### src/rtl/mdd_pkg.sv
// Package for the marker-delimited deframer: field widths, marker characters,
// per-connection state and result descriptor types. No dependencies.
`default_nettype none
package mdd_pkg;

	localparam int CONNECTIONS_DEF = 16;
	localparam int CONN_W          = 4;
	localparam int BYTE_W          = 8;
	localparam int CNT_W           = 3;
	localparam int START_LEN       = 4;
	localparam int END_LEN         = 5;
	localparam int CONN_SPAN       = 1 << CONN_W;

	localparam logic [BYTE_W-1:0] CH_LT = 8'h3C;  // '<'

	typedef struct packed {
		logic             in_payload;
		logic [CNT_W-1:0] match_count;
	} conn_st_t;

	// one input word's worth of results: held end-marker prefix, then optional tail
	typedef struct packed {
		logic [CONN_W-1:0] conn;
		logic [CNT_W-1:0]  pre;
		logic              tail;
		logic              is_end;
		logic [BYTE_W-1:0] data;
	} res_desc_t;

	function automatic logic [BYTE_W-1:0] start_char(input logic [CNT_W-1:0] idx);
		logic [BYTE_W-1:0] c;
		case (idx)
			3'd0:    c = 8'h3C;  // '<'
			3'd1:    c = 8'h48;  // 'H'
			3'd2:    c = 8'h58;  // 'X'
			3'd3:    c = 8'h3E;  // '>'
			default: c = 8'h00;
		endcase
		return c;
	endfunction

	function automatic logic [BYTE_W-1:0] end_char(input logic [CNT_W-1:0] idx);
		logic [BYTE_W-1:0] c;
		case (idx)
			3'd0:    c = 8'h3C;  // '<'
			3'd1:    c = 8'h45;  // 'E'
			3'd2:    c = 8'h4E;  // 'N'
			3'd3:    c = 8'h44;  // 'D'
			3'd4:    c = 8'h3E;  // '>'
			default: c = 8'h00;
		endcase
		return c;
	endfunction

endpackage
`default_nettype wire

### src/rtl/mdd_state_mem.sv
// Per-connection state memory: synchronous RAM with registered read data,
// plus a written-since-reset bit per entry. Depends on mdd_pkg.
`default_nettype none
module mdd_state_mem #(
	parameter int DEPTH = mdd_pkg::CONNECTIONS_DEF,
	parameter int AW    = (DEPTH > 1) ? $clog2(DEPTH) : 1
) (
	input  wire logic             clk,
	input  wire logic             arst_n,
	input  wire logic             rd_en,
	input  wire logic [AW-1:0]    rd_addr,
	output mdd_pkg::conn_st_t     rd_data,
	input  wire logic [AW-1:0]    lk_addr,
	output logic                  lk_vld,
	input  wire logic             wr_en,
	input  wire logic [AW-1:0]    wr_addr,
	input  wire mdd_pkg::conn_st_t wr_data
);

	mdd_pkg::conn_st_t mem [DEPTH];
	logic [DEPTH-1:0]  vld_q;

	always_ff @(posedge clk) begin
		if (wr_en)
			mem[wr_addr] <= wr_data;
		if (rd_en)
			rd_data <= mem[rd_addr];
	end

	// unwritten entries read as the reset state
	always_ff @(posedge clk or negedge arst_n) begin
		if (!arst_n)
			vld_q <= '0;
		else if (wr_en)
			vld_q[wr_addr] <= 1'b1;
	end

	assign lk_vld = vld_q[lk_addr];

endmodule
`default_nettype wire

### src/rtl/mdd_out_seq.sv
// Output register and result sequencer: expands one descriptor into
// the held marker prefix bytes and the tail result. Depends on mdd_pkg.
`default_nettype none
module mdd_out_seq (
	input  wire logic                        clk,
	input  wire logic                        arst_n,
	input  wire logic                        ld_valid,
	output logic                             ld_ready,
	input  wire mdd_pkg::res_desc_t          ld_desc,
	output logic                             out_valid,
	input  wire logic                        out_ready,
	output logic [mdd_pkg::CONN_W-1:0]       out_conn,
	output logic [mdd_pkg::BYTE_W-1:0]       out_byte,
	output logic                             byte_valid,
	output logic                             packet_end,
	output logic                             run_last
);

	logic                           vld_q;
	mdd_pkg::res_desc_t             desc_q;
	logic [mdd_pkg::CNT_W-1:0]      idx_q;
	logic                           in_pre;
	logic [mdd_pkg::CNT_W-1:0]      idx_nx;

	assign in_pre = (idx_q != desc_q.pre);
	assign idx_nx = idx_q + 1'b1;

	always_comb begin
		out_valid  = vld_q;
		out_conn   = desc_q.conn;
		run_last   = in_pre ? ((idx_nx == desc_q.pre) && !desc_q.tail) : 1'b1;
		if (in_pre) begin
			out_byte   = mdd_pkg::end_char(idx_q);
			byte_valid = 1'b1;
			packet_end = 1'b0;
		end else if (desc_q.is_end) begin
			out_byte   = '0;
			byte_valid = 1'b0;
			packet_end = 1'b1;
		end else begin
			out_byte   = desc_q.data;
			byte_valid = 1'b1;
			packet_end = 1'b0;
		end
	end

	assign ld_ready = !vld_q || (out_ready && run_last);

	always_ff @(posedge clk or negedge arst_n) begin
		if (!arst_n) begin
			vld_q <= 1'b0;
			idx_q <= '0;
		end else if (ld_valid && ld_ready) begin
			vld_q <= 1'b1;
			idx_q <= '0;
		end else if (vld_q && out_ready) begin
			if (run_last)
				vld_q <= 1'b0;
			else
				idx_q <= idx_nx;
		end
	end

	always_ff @(posedge clk) begin
		if (ld_valid && ld_ready)
			desc_q <= ld_desc;
	end

	assert property (@(posedge clk) disable iff (!arst_n) vld_q |-> (idx_q <= desc_q.pre))
		else $error("prefix index past held prefix");
	assert property (@(posedge clk) disable iff (!arst_n)
		vld_q && !out_ready |=> vld_q && $stable(idx_q))
		else $error("result sequence advanced while stalled");

endmodule
`default_nettype wire

### src/rtl/marker_delimited_deframer.sv
// Marker-delimited deframer top level: read-modify-write of per-connection
// state held in mdd_state_mem, results expanded by mdd_out_seq.
// Depends on mdd_pkg, mdd_state_mem, mdd_out_seq.
//
// Input channel (in_valid/in_ready): one word per item, either a data byte of
// connection conn_id (kind = 0) or a close event for it (kind = 1).
// Output channel (out_valid/out_ready): payload bytes, end-of-packet marks;
// run_last flags the last result of an input word. Hunting bytes, marker
// completions of "<HX>", closes and conn_id >= CONNECTIONS give no result.
// The state RAM is read at accept and updated when the word leaves stage 1;
// the word is held in stage 1, its first result then in the output register.
// Throughput: one word per cycle while out_ready is high and each word gives
// at most one result. A word that flushes a broken "<END>" prefix gives up to
// five results, one per cycle while out_ready is high; the next word that has
// results waits in the update stage until the last of them leaves.
// Back-to-back words on the same connection are served by forwarding the
// written state around the RAM.
// Reset clears all connections to hunting at once (per-entry valid bits).
// When out_ready is low, one word waits in the output register, one more that
// has results in the update stage, then in_ready drops.
`default_nettype none
module marker_delimited_deframer #(
	parameter int CONNECTIONS = mdd_pkg::CONNECTIONS_DEF
) (
	input  wire logic                        clk,
	input  wire logic                        arst_n,
	input  wire logic                        in_valid,
	output logic                             in_ready,
	input  wire logic                        kind,
	input  wire logic [mdd_pkg::CONN_W-1:0]  conn_id,
	input  wire logic [mdd_pkg::BYTE_W-1:0]  data_byte,
	output logic                             out_valid,
	input  wire logic                        out_ready,
	output logic [mdd_pkg::CONN_W-1:0]       out_conn,
	output logic [mdd_pkg::BYTE_W-1:0]       out_byte,
	output logic                             byte_valid,
	output logic                             packet_end,
	output logic                             run_last
);

	// only ids that fit conn_id can ever be addressed
	localparam int DEPTH = (CONNECTIONS < mdd_pkg::CONN_SPAN) ? CONNECTIONS
	                                                          : mdd_pkg::CONN_SPAN;
	localparam int AW    = (DEPTH > 1) ? $clog2(DEPTH) : 1;

	logic                          in_fire;
	logic                          valid_s1;
	logic                          kind_s1;
	logic [mdd_pkg::CONN_W-1:0]    conn_s1;
	logic [mdd_pkg::BYTE_W-1:0]    byte_s1;
	logic                          fwd_s1;
	mdd_pkg::conn_st_t             fwd_st_q;

	mdd_pkg::conn_st_t             rd_st;
	logic                          lk_vld;
	mdd_pkg::conn_st_t             cur_st;
	mdd_pkg::conn_st_t             new_st;
	mdd_pkg::res_desc_t            desc;
	logic                          has_res;
	logic                          in_range_s1;
	logic                          s1_fire;
	logic                          wr_en;
	logic                          seq_ready;
	logic [mdd_pkg::CNT_W-1:0]     c;

	assign in_ready = !valid_s1 || s1_fire;
	assign in_fire  = in_valid && in_ready;
	assign in_range_s1 = (32'(conn_s1) < CONNECTIONS);

	mdd_state_mem #(.DEPTH(DEPTH), .AW(AW)) u_mem (
		.clk     (clk),
		.arst_n  (arst_n),
		.rd_en   (in_fire),
		.rd_addr (conn_id[AW-1:0]),
		.rd_data (rd_st),
		.lk_addr (conn_s1[AW-1:0]),
		.lk_vld  (lk_vld),
		.wr_en   (wr_en),
		.wr_addr (conn_s1[AW-1:0]),
		.wr_data (new_st)
	);

	// state update for the word in stage 1
	always_comb begin
		cur_st  = fwd_s1 ? fwd_st_q : (lk_vld ? rd_st : '0);
		new_st  = cur_st;
		has_res = 1'b0;
		c       = cur_st.match_count;
		desc.conn   = conn_s1;
		desc.pre    = '0;
		desc.tail   = 1'b0;
		desc.is_end = 1'b0;
		desc.data   = byte_s1;
		if (kind_s1) begin
			new_st = '0;
		end else if (!cur_st.in_payload) begin
			if (c >= 3'(mdd_pkg::START_LEN))
				c = '0;
			if (byte_s1 == mdd_pkg::start_char(c)) begin
				c = c + 1'b1;
				if (c == 3'(mdd_pkg::START_LEN)) begin
					new_st.in_payload = 1'b1;
					c = '0;
				end
			end else begin
				c = (byte_s1 == mdd_pkg::CH_LT) ? 3'd1 : 3'd0;
			end
			new_st.match_count = c;
		end else begin
			if (c >= 3'(mdd_pkg::END_LEN))
				c = '0;
			if (byte_s1 == mdd_pkg::end_char(c)) begin
				c = c + 1'b1;
				if (c == 3'(mdd_pkg::END_LEN)) begin
					new_st.in_payload = 1'b0;
					c           = '0;
					has_res     = 1'b1;
					desc.tail   = 1'b1;
					desc.is_end = 1'b1;
				end
			end else begin
				// broken match: flush held prefix, then the byte unless it restarts
				desc.pre  = c;
				desc.tail = (byte_s1 != mdd_pkg::CH_LT);
				has_res   = desc.tail || (c != '0);
				c         = (byte_s1 == mdd_pkg::CH_LT) ? 3'd1 : 3'd0;
			end
			new_st.match_count = c;
		end
		if (!in_range_s1)
			has_res = 1'b0;
	end

	assign s1_fire = valid_s1 && (!has_res || seq_ready);
	assign wr_en   = s1_fire && in_range_s1;

	always_ff @(posedge clk or negedge arst_n) begin
		if (!arst_n) begin
			valid_s1 <= 1'b0;
			fwd_s1   <= 1'b0;
		end else if (in_fire) begin
			valid_s1 <= 1'b1;
			fwd_s1   <= wr_en && (conn_s1 == conn_id);
		end else if (s1_fire) begin
			valid_s1 <= 1'b0;
			fwd_s1   <= 1'b0;
		end
	end

	always_ff @(posedge clk) begin
		if (in_fire) begin
			kind_s1 <= kind;
			conn_s1 <= conn_id;
			byte_s1 <= data_byte;
		end
		if (wr_en)
			fwd_st_q <= new_st;
	end

	mdd_out_seq u_seq (
		.clk        (clk),
		.arst_n     (arst_n),
		.ld_valid   (valid_s1 && has_res),
		.ld_ready   (seq_ready),
		.ld_desc    (desc),
		.out_valid  (out_valid),
		.out_ready  (out_ready),
		.out_conn   (out_conn),
		.out_byte   (out_byte),
		.byte_valid (byte_valid),
		.packet_end (packet_end),
		.run_last   (run_last)
	);

	assert property (@(posedge clk) disable iff (!arst_n) fwd_s1 |-> valid_s1)
		else $error("forward flag without a word in stage 1");
	assert property (@(posedge clk) disable iff (!arst_n)
		wr_en |-> (new_st.in_payload ? (new_st.match_count <= 3'd4)
		                             : (new_st.match_count <= 3'd3)))
		else $error("match count out of range for phase");
	assert property (@(posedge clk) disable iff (!arst_n)
		valid_s1 && !s1_fire |=> valid_s1 && $stable(conn_s1) && $stable(byte_s1))
		else $error("stage 1 word lost while stalled");
	assert property (@(posedge clk) disable iff (!arst_n)
		wr_en && kind_s1 |-> (new_st == '0))
		else $error("close did not clear connection state");

endmodule
`default_nettype wire
### config.mk
export PLATFORM = sky130hd
export DESIGN_NAME = marker_delimited_deframer
export DESIGN_NICKNAME = d
export VERILOG_FILES = /design/src/rtl/mdd_pkg.sv /design/src/rtl/mdd_state_mem.sv /design/src/rtl/mdd_out_seq.sv /design/src/rtl/marker_delimited_deframer.sv
export SDC_FILE = /design/constraint.sdc
export NUM_CORES = 1
export LEC_CHECK = 0
export BUFFER_PORTS_ARGS = -buffer_cell sky130_fd_sc_hd__buf_2
export CAP_MARGIN = 20
export CORE_MARGIN = 1
export CORE_UTILIZATION = 25
export CTS_CLUSTER_DIAMETER = 150
export DETAILED_ROUTE_END_ITERATION = 10
export SYNTH_ARGS = -nofsm -noshare
export SYNTH_HDL_FRONTEND = slang
export SYNTH_SLANG_ARGS = --single-unit
### constraint.sdc
create_clock -name clk -period 4.39 [get_ports clk]
set_clock_uncertainty 0.05 [all_clocks]
set_input_delay 0.6585 -clock clk [delete_from_list [all_inputs] [get_ports clk]]
set_output_delay 0.6585 -clock clk [all_outputs]
set_load 0.02 [all_outputs]
==> results of run 1 <==
-- registers in the layout (all words and copies together), names as in the netlist --
register / count
u_mem.mem: 64
valid_s1: 1
kind_s1: 1
u_seq.idx_q: 3
u_seq.desc_q: 13
u_mem.vld_q: 16
u_seq.out_conn: 4
fwd_st_q: 4
u_mem.rd_data: 4
conn_s1: 4
fwd_s1: 1
byte_s1: 8
u_seq.out_valid: 1
-- metrics by stage --
step / worst slack (ns) / TNS (ns) / cells
3_5_place_dp: -0.130 / -3.12 / 787
2_1_floorplan: 0.0967 / 0 / 430
6_report: -0.318 / -0.318 / 841
5_1_grt: -0.532 / -4.07 / 841
3_3_place_gp: -0.0270 / -0.108 / 787
4_1_cts: -0.244 / -0.244 / 835
-- routing by layer --
| metal | global-route usage (%) | share of wire, % | vias to the layer above | wire length, µm |
|---|---|---|---|---|
| met3 | 3.28 | 5.3 | 17 | 744 |
| met5 | 0 | 0 | - | 0 |
| li1 | - | - | 1821 | - |
| met1 | 14.8 | 43 | 1993 | 6000 |
| met4 | 4.90 | 1.5 | 0 | 206 |
| met2 | 20.5 | 51 | 155 | 7130 |
-- power breakdown --
part           internal (µW)  switching [µW]  total [µW]
clock network            846             540        1390
registers               1380            90.7        1470
logic                    403             529         932
total                   2630            1160        3790
-- synthesized netlist by cell type, types with 3 or more instances --
master,count
nor3_1,11
buf_6,3
xor2_1,5
nor2_1,26
nand2b_1,5
and2_1,5
nor2b_1,9
nand2_1,27
a41o_1,8
dfrtp_1,22
mux2i_1,11
ha_1,19
edfxtp_1,102
xnor2_1,7
nor4_1,5
a22o_1,4
a31o_2,3
inv_1,13
a31o_1,6
clkbuf_1,12
buf_4,5
a21oi_1,13
nand3_1,13
a22oi_1,5
o21ai_0,17
a21o_1,3
and3_1,7
mux4_2,20
-- layout make-up --
type / count / area (µm²) / area share (%)
tap: 319 / 399 / 5.19
timing repair buffer: 84 / 636 / 8.26
inverter: 13 / 53.8 / 0.699
clock buffer: 18 / 429 / 5.58
sequential: 124 / 3610 / 47.0
multi-input combinational: 269 / 2400 / 31.2
clock inverter: 14 / 160 / 2.08
-- cell families after synthesis --
kind of cell	Yosys count
AND/OR/NAND/NOR	126
adder cells (fa/ha/maj)	19
other	2
multiplexers	31
XOR/XNOR	12
buffers and inverters	37
flip-flops	124
AO/OA/AOI/OAI	78
-- worst min path at each step --
stage / endpoint / slack [ns] / depth (start not counted)
6_report: u_mem.vld_q[6] / 0.19 / 1
2_1_floorplan: fwd_s1 / 0.31 / 0
4_1_cts: u_mem.vld_q[15] / 0.18 / 1
5_1_grt: u_mem.vld_q[4] / 0.22 / 1
3_3_place_gp: u_mem.vld_q[6] / 0.40 / 1
3_5_place_dp: u_mem.vld_q[0] / 0.40 / 1
-- worst max-delay path, cell delays in order, from the launching register on --
cell	delay, ns
edfxtp_1	0.49
buf_12	0.20
mux2i_2	0.15
a22oi_2	0.28
nand2_2	0.10
o221a_4	0.32
buf_6	0.14
nand2_4	0.07
inv_4	0.05
ha_4	0.18
ha_1	0.20
nand2_1	0.11
nor3_2	0.06
nor4_1	0.31
o211ai_2	0.15
mux2i_1	0.15
nand3b_1	0.20
or2_4	0.27
buf_6	0.13
-- what timing repair did --
action	in CTS	in global routing
gates cloned	1	2
endpoints found under the setup margin	70	116
hold buffers	0	0
hold endpoints to repair	0	0
pin swaps	23	20
setup buffers	15	4
resized for setup	44	32
==> impl_metrics.env, run 1 <==
export IMPL_powerDensity_nw_per_um2=492
export IMPL_port_buffers=33
export IMPL_violations="negative setup slack"
export IMPL_critPathRequiredTime_ns=3.68
export IMPL_ys_flop_type="edfxtp_1"
export IMPL_total_power_uw=3790
export IMPL_io_pins=34
export IMPL_place_area_um2=6630
export IMPL_setup_viol=1
export IMPL_synth_compound_area_share_pct=9.80
export IMPL_syn_area_per_cell_um2=13.8
export IMPL_wire_per_inst_um=16.7
export IMPL_ys_warn_count=0
export IMPL_core_area_um2=23400
export IMPL_cts_tree="done"
export IMPL_nets=545
export IMPL_ys_types=57
export IMPL_synthSimpleGateAreaFrac_pct=11.0
export IMPL_muxShareOfSynthArea_pct=9.44
export IMPL_reg2reg_slack_ns=0.07
export IMPL_final_cell_mix="edfxtp_1 (102), buf_4 (43), buf_2 (32), nand2_1 (23), dfrtp_1 (22)"
export IMPL_antenna_found_initial=0
export IMPL_path_class="reg2out"
export IMPL_drc=0
export IMPL_fillers=2281
export IMPL_synth_area_um2=5940
export IMPL_clk_path_buf_depth=2
export IMPL_clock_sinks=124
export IMPL_first_pass_iters=5
export IMPL_cp_endpoint="in_ready"
export IMPL_grt_pass1_vias=4044
export IMPL_place_gp_congestion=0.843
export IMPL_postSynthCellCount=429
export IMPL_layout_commonest_cell="edfxtp_1"
export IMPL_clk_latency_ns=0.42
export IMPL_vias=3986
export IMPL_dieHeight_um=156
export IMPL_synth_largest_area_cell="edfxtp_1"
export IMPL_htree_levels=4
export IMPL_drv_slew=0
export IMPL_worst_setup_path_end_kind="output pin"
export IMPL_clk_pin_slew_ns=0.06
export IMPL_rsz0062_at_grt="yes"
export IMPL_worstPathArrival_ns=4.00
export IMPL_grt_max_degree=29
export IMPL_area_growth_synth_to_final_pct=29.5
export IMPL_finalWorstSetupSlack_ns=-0.318
export IMPL_die_area_um2=24400
export IMPL_whs_ns=0.189
export IMPL_drtIter0Drc=293
export IMPL_slew_headroom_pct=57.6
export IMPL_initial_core_util_pct=25.4
export IMPL_r2r_end="u_mem.mem[4][0]"
export IMPL_postLayoutCoreUtil_pct=32.9
export IMPL_hp_class="in2async"
export IMPL_hold_violations=0
export IMPL_synth_area_top_cells="edfxtp_1 (52%), dfrtp_1 (9.3%), mux4_2 (7.6%)"
export IMPL_fmax_mhz=212
export IMPL_synth_top_family_by_area="simple AND/OR/NAND/NOR gates"
export IMPL_cts_root_buf="clkbuf_16"
export IMPL_rows=56
export IMPL_synth_seq_cells=124
export IMPL_p_leak_uw=0.00284
export IMPL_grt_usage_pct=12.2
export IMPL_irDropWorstVdd_uv=264
export IMPL_cp_max_fo=7
export IMPL_r2r_start="conn_s1[0]"
export IMPL_start_kind="register"
export IMPL_vias_per_cell=4.74
export IMPL_synth_adder_area_share_pct=4.00
export IMPL_max_cap_violations=0
export IMPL_seq_area_frac_synth_pct=60.8
export IMPL_drive_above_1_share_pct=37.7
export IMPL_netlist_area_leader_share_pct=51.6
export IMPL_diodes=0
export IMPL_overflow=0
export IMPL_synth_xor_area_share_pct=1.77
export IMPL_hpwl_mm=9.25
export IMPL_chipWidth_um=156
export IMPL_tightest_slew_ns=0.635
export IMPL_period_needed_ns=4.71
export IMPL_tritoncts_num_buffers=17
export IMPL_min_period_over_period_pct=107
export IMPL_status="finished with violations"
export IMPL_drt_wl_total_mm=14.1
export IMPL_antenna_left=0
export IMPL_synthArstFlopShare_pct=17.7
export IMPL_final_area_um2=7690
export IMPL_synth_edf_count=102
export IMPL_grt_pass1_wl_mm=22.3
export IMPL_reg2regPathDepth=19
export IMPL_crit_start="conn_s1[0]"
No activity file was read; power rests on OpenSTA's default activity.
==> inputs of run 2 (changes only) <==
==> constraint.sdc (replaced) <==
create_clock -name clk -period 4.39 [get_ports clk]
set_clock_uncertainty 0.05 [all_clocks]
set_input_delay 0.878 -clock clk [delete_from_list [all_inputs] [get_ports clk]]
set_output_delay 0.878 -clock clk [all_outputs]
set_load 0.02 [all_outputs]
==> run 2 against run 1 <==
The run still ends with negative setup slack left. Sequential power about the same. Fmax decreased by 2.8%. Design area decreased by 3.1%. Die area unchanged. Clock power decreased by 4%. Non-clock buffer count decreased by 9. Worst setup slack got worse by 0.14 ns. Global-route usage decreased by 0.47 points. Largest cell class unchanged.
==> impl_metrics.env, run 2 (synthesis gave the netlist of run 1 again) <==
export IMPL_chipWidth_um=156
export IMPL_setup_viol=1
export IMPL_clk_path_buf_depth=2
export IMPL_start_kind="register"
export IMPL_cts_tree="done"
export IMPL_power_frac_comb_pct=23.6
export IMPL_first_pass_iters=5
export IMPL_min_period_over_period_pct=110
export IMPL_hpwl_mm=9.40
export IMPL_port_buffers=33
export IMPL_antenna_found_initial=0
export IMPL_fin_setup_tns_ns=-0.454
export IMPL_place_gp_congestion=0.864
export IMPL_internal_power_uw=2490
export IMPL_postCtsHoldBufs=0
export IMPL_htree_levels=4
export IMPL_rows=56
export IMPL_path_delay_family="compound AO/OA/AOI/OAI gates"
export IMPL_drv_slew=0
export IMPL_nets=536
export IMPL_vias_per_cell=4.66
export IMPL_antenna_left=0
export IMPL_p_seq_share_pct=40.0
export IMPL_fillers=2326
export IMPL_crit_start="conn_s1[0]"
export IMPL_register_area_um2=3610
export IMPL_r2r_start="conn_s1[0]"
export IMPL_wire_per_inst_um=16.1
export IMPL_path_class="reg2out"
export IMPL_path_cells="buf_12 > mux2i_2 > a22oi_1 > nand2_2 > o21ai_2 > a22o_1 > nand2_4 > ha_4 > nor3_2 > a21oi_1 > o21ai_1 > a21o_1 > o211ai_1 > nand3_2 > o211ai_2 > mux2i_1 > nand3b_1 > or2_4 > buf_6"
export IMPL_p_leak_uw=0.00277
export IMPL_diodes=0
export IMPL_overflow=0
export IMPL_status="finished with violations"
export IMPL_layout_commonest_cell="edfxtp_1"
export IMPL_worstPathArrival_ns=3.92
export IMPL_drt_wl_total_mm=13.4
export IMPL_reg2reg_slack_ns=0.09
export IMPL_hold_violations=0
export IMPL_initial_core_util_pct=25.4
export IMPL_switching_power_uw=1170
export IMPL_dieHeight_um=156
export IMPL_core_area_um2=23400
export IMPL_top_regs="u_mem.mem (64), u_mem.vld_q (16), u_seq.desc_q (13)"
export IMPL_drive_above_1_share_pct=32.7
export IMPL_finalWorstSetupSlack_ns=-0.454
export IMPL_slew_headroom_pct=55.6
export IMPL_grt_max_degree=29
export IMPL_largest_register_ffs=64
export IMPL_fmax_mhz=206
export IMPL_period_needed_ns=4.84
export IMPL_cts_root_buf="clkbuf_16"
export IMPL_die_area_um2=24400
export IMPL_largest_register="u_mem.mem"
export IMPL_violations="negative setup slack"
export IMPL_drtIter0Drc=281
export IMPL_final_cell_mix="edfxtp_1 (102), buf_4 (40), buf_2 (32), nand2_1 (25), nor2_1 (24)"
export IMPL_drc=0
export IMPL_worst_setup_path_end_kind="output pin"
export IMPL_area_growth_synth_to_final_pct=25.4
export IMPL_tritoncts_num_buffers=17
export IMPL_cp_max_fo=12
export IMPL_hp_class="in2async"
export IMPL_r2r_end="u_mem.mem[6][2]"
export IMPL_multiInputGateArea_um2=2310
export IMPL_worst_path_buf_inv=2
export IMPL_clock_sinks=124
export IMPL_irDropWorstVdd_uv=248
export IMPL_vias=3874
export IMPL_clk_latency_ns=0.42
export IMPL_clkPwrFrac_pct=36.4
export IMPL_cp_slowest_cell="edfxtp_1"
export IMPL_reg2regPathDepth=19
export IMPL_max_cap_violations=0
export IMPL_pre_cts_slack_ns=-0.153
export IMPL_clk_pin_slew_ns=0.06
export IMPL_switching_share_pct=32.0
export IMPL_io_pins=34
export IMPL_total_power_uw=3660
export IMPL_grt_usage_pct=11.7
export IMPL_grt_pass1_vias=3961
export IMPL_tightest_slew_ns=0.658
export IMPL_rsz0062_at_grt="yes"
export IMPL_critPathRequiredTime_ns=3.46
export IMPL_cpPeakStageDelay_ns=0.42
export IMPL_grt_pass1_wl_mm=21.0
export IMPL_powerDensity_nw_per_um2=491
[run 2: changes by cell type in the layout (fill, tap and decap cells not counted), moves of 3 or more]
cell | before | now
buf_4 | 43 | 40
nor2_2 | 3 | 0
inv_6 | 5 | 9
clkinv_4 | 5 | 0
inv_8 | 0 | 4
and3_2 | 6 | 0
nor2_1 | 21 | 24
and3_1 | 1 | 7
buf_6 | 4 | 1
[run 2: worst register-to-register path: stages, from the launching register on]
cell and delay (ns):
edfxtp_1 0.42, buf_12 0.18, mux2i_2 0.15, a22oi_1 0.20, nand2_2 0.12, o21ai_2 0.16
a22o_1 0.22, nand2_4 0.12, ha_4 0.21, nor3_1 0.24, o21ai_1 0.13, a21o_1 0.22
o211ai_1 0.14, nand3_2 0.12, o211ai_2 0.11, mux2i_1 0.29, buf_4 0.15, o21ai_1 0.21
nor4b_2 0.37, buf_4 0.20
[run 2: layout make-up]
class                           instances  area share [%]
Clock buffer                           17            5.71
Tap cell                              319            5.36
Sequential cell                       124            48.5
Inverter                               13           0.688
Multi-Input combinational cell        269            31.0
Clock inverter                         15            1.83
Timing Repair Buffer                   75            6.87
[run 2: worst max path at each step]
| stage | cells past startpoint | end |
|---|---|---|
| floorplan | 16 | in_ready |
| global placement | 19 | in_ready |
| CTS | 19 | in_ready |
| detailed placement | 19 | u_mem.mem[1][2] |
| finish | 19 | in_ready |
| global route | 19 | in_ready |
[run 2: through the flow]
| step | instance area (µm²) | util, % | hold WS, ns | cells |
|---|---|---|---|---|
| final | 7450 | 31.8 | 0.392 | 832 |
| after global routing | 7450 | 31.8 | 0.418 | 832 |
| after CTS | 7380 | 31.6 | 0.389 | 829 |
| after detailed placement | 6620 | 28.3 | 0.406 | 786 |
| after global placement | 6620 | 28.3 | 0.395 | 786 |
| after floorplan | 5950 | - | 0.371 | 430 |
[run 2: repair_timing]
| action | in CTS | in global routing |
|---|---|---|
| pin swaps | 11 | 3 |
| resized for setup | 28 | 9 |
| setup buffers | 11 | 2 |
| setup endpoints to repair | 30 | 21 |
[run 2: power groups by stage]
| stage | clock, µW | sequential (µW) | combinational (µW) |
|---|---|---|---|
| after floorplan | 0 | 1450 | 567 |
| after global placement | 0 | 1480 | 753 |
| after detailed placement | 0 | 1480 | 791 |
| after CTS | 1360 | 1460 | 846 |
| after global routing | 1410 | 1480 | 935 |
| final | 1330 | 1470 | 863 |
[run 2: per-layer routing]
metal | share of wire (%) | up-vias | wire length, µm | global-route usage (%)
met5 | 0 | - | 0 | 0
met4 | 2.4 | 0 | 320 | 5.70
met3 | 4.5 | 32 | 597 | 3.36
met2 | 51 | 116 | 6840 | 20.4
met1 | 42 | 1933 | 5630 | 13.1
li1 | - | 1793 | - | -
==> inputs of run 3 (changes only) <==
- clock period: 4.39 -> 5.7 ns (I/O delays scaled with it)
==> run 3 against run 2 <==
The flow now finishes without violations. First-iteration DRC count up 6.4%. Die area unchanged. Register-to-register slack better by 1.0 ns. Cell count down 2.6%. Design area down 3.4%. Count of clock-buffer cells in the layout up 1. Sequential share of layout area up 1.7 points. Utilization down 1.1 points. Power down 22%. Clock power down 15%. Critical path depth up 1. Largest power group unchanged.
==> impl_metrics.env, run 3 (synthesis gave the netlist of run 1 again) <==
export IMPL_htree_levels=4
export IMPL_vias=3752
export IMPL_grt_pass1_wl_mm=20.4
export IMPL_drt_wl_total_mm=13.0
export IMPL_grt_max_degree=23
export IMPL_drtIter0Drc=299
export IMPL_switching_share_pct=28.9
export IMPL_p_seq_share_pct=39.4
export IMPL_vias_per_cell=4.63
export IMPL_clk_path_buf_depth=2
export IMPL_clk_latency_ns=0.42
export IMPL_cts_tree="done"
export IMPL_tritoncts_num_buffers=17
export IMPL_drv_slew=0
export IMPL_grt_pass1_vias=3798
export IMPL_largest_register_ffs=64
export IMPL_core_area_um2=23400
export IMPL_top_regs="u_mem.mem (64), u_mem.vld_q (16), u_seq.desc_q (13)"
export IMPL_powerDensity_nw_per_um2=397
export IMPL_overflow=0
export IMPL_dieHeight_um=156
export IMPL_min_period_over_period_pct=93.9
export IMPL_power_frac_comb_pct=20.9
export IMPL_drive_above_1_share_pct=25.3
export IMPL_chipWidth_um=156
export IMPL_drc=0
export IMPL_postCtsHoldBufs=0
export IMPL_diodes=0
export IMPL_setup_viol=0
export IMPL_tightest_slew_ns=0.697
export IMPL_worstPathArrival_ns=4.16
export IMPL_critPathRequiredTime_ns=4.51
export IMPL_max_cap_violations=0
export IMPL_place_gp_congestion=0.873
export IMPL_clock_sinks=124
export IMPL_clk_pin_slew_ns=0.06
export IMPL_hpwl_mm=9.17
export IMPL_first_pass_iters=4
export IMPL_clkPwrFrac_pct=39.6
export IMPL_wire_per_inst_um=16.0
export IMPL_postLayoutCoreUtil_pct=30.7
export IMPL_irDropWorstVdd_uv=228
export IMPL_largest_register="u_mem.mem"
export IMPL_cp_max_fo=9
export IMPL_cts_root_buf="clkbuf_16"
export IMPL_slew_headroom_pct=53.2
export IMPL_internal_power_uw=2030
export IMPL_period_needed_ns=5.35
export IMPL_area_growth_synth_to_final_pct=21.2
export IMPL_antenna_found_initial=0
export IMPL_hp_class="reg2reg"
export IMPL_port_buffers=33
export IMPL_antenna_left=0
export IMPL_initial_core_util_pct=25.4
export IMPL_final_cell_mix="edfxtp_1 (102), buf_2 (33), nor2_1 (26), nand2_1 (25), dfrtp_1 (22)"
export IMPL_nets=515
export IMPL_total_power_uw=2850
export IMPL_grt_usage_pct=11.3
export IMPL_hold_violations=0
export IMPL_worst_setup_path_end_kind="output pin"
export IMPL_path_class="reg2out"
export IMPL_rows=56
export IMPL_switching_power_uw=826
export IMPL_die_area_um2=24400
export IMPL_status="finished, final reports clean"
export IMPL_fmax_mhz=187
export IMPL_p_leak_uw=0.00264
export IMPL_io_pins=34
export IMPL_start_kind="register"
export IMPL_layout_commonest_cell="edfxtp_1"
run 3: changes by cell type in the layout (fill, tap and decap cells not counted), moves of 3 or more:
cell,delta
inv_8,-4
inv_6,-6
ha_1,+5
ha_4,-4
nor4_1,+3
bufinv_16,+4
buf_4,-19
nor4_2,-3
run 3: final cells by class:
type	instances	area, µm²
multi-input cells	269	2190
well taps	319	399
flip-flops and latches	124	3610
fillers	2347	16200
inverters	13	48.8
clock inverters	13	190
repair buffers	54	323
clock buffers	18	429
run 3: metrics by stage:
step	instances	setup TNS, ns	cell area [µm²]	setup WS, ns	hold WS, ns
after CTS	808	0	7140	0.0605	0.417
after detailed placement	776	0	6510	0.461	0.404
final	810	0	7200	0.349	0.415
after global routing	810	-0.0131	7200	-0.0131	0.433
after global placement	776	0	6510	0.647	0.402
after floorplan	430	0	5940	0.953	0.371
run 3: critical path, cell delays in order (launching register included):
cell and delay, ns:
edfxtp_1 0.39, buf_4 0.20, mux2i_2 0.17, a22oi_1 0.22, nand2_2 0.14, o21ai_2 0.19, a22o_1 0.22, nand2_4 0.10
inv_1 0.16, ha_2 0.24, nor3_2 0.05, a21oi_1 0.12, o21ai_0 0.10, a21o_1 0.22, o211ai_1 0.11, nand3_1 0.15
o211ai_4 0.16, mux2i_1 0.15, nand3b_1 0.19, or2_2 0.30, buf_2 0.16
run 3: path summary, 6_finish.rpt:
path                                 start         endpoint  slack, ns  cells past startpoint
max                             conn_s1[0]         in_ready       0.35                     20
max in group asynchronous           arst_n   u_mem.vld_q[3]       4.54                      1
min                        u_mem.vld_q[11]  u_mem.vld_q[11]       0.41                      1
max reg2reg                     conn_s1[0]  u_mem.mem[0][2]       1.09                     19
min in group asynchronous           arst_n  u_mem.vld_q[15]       0.67                      1
min reg2reg                u_mem.vld_q[11]  u_mem.vld_q[11]       0.41                      1
run 3: metal layers:
layer / GRT usage (%) / wire length, µm / vias to the layer above
li1: - / - / 1753
met1: 12.7 / 5380 / 1868
met2: 19.6 / 6640 / 108
met3: 3.31 / 663 / 23
met4: 5.28 / 307 / 0
met5: 0 / 0 / -
run 3: timing repair:
item,4_1_cts,5_1_grt
setup buffers,1,2
setup endpoints to repair,1,1
gates resized for setup,0,11
run 3: power groups by stage:
stage,Combinational (µW),Sequential [µW],Clock [µW]
2_1_floorplan,434,1120,0
3_3_place_gp,562,1140,0
3_5_place_dp,583,1140,0
4_1_cts,586,1120,1150
5_1_grt,659,1140,1190
6_report,597,1130,1130
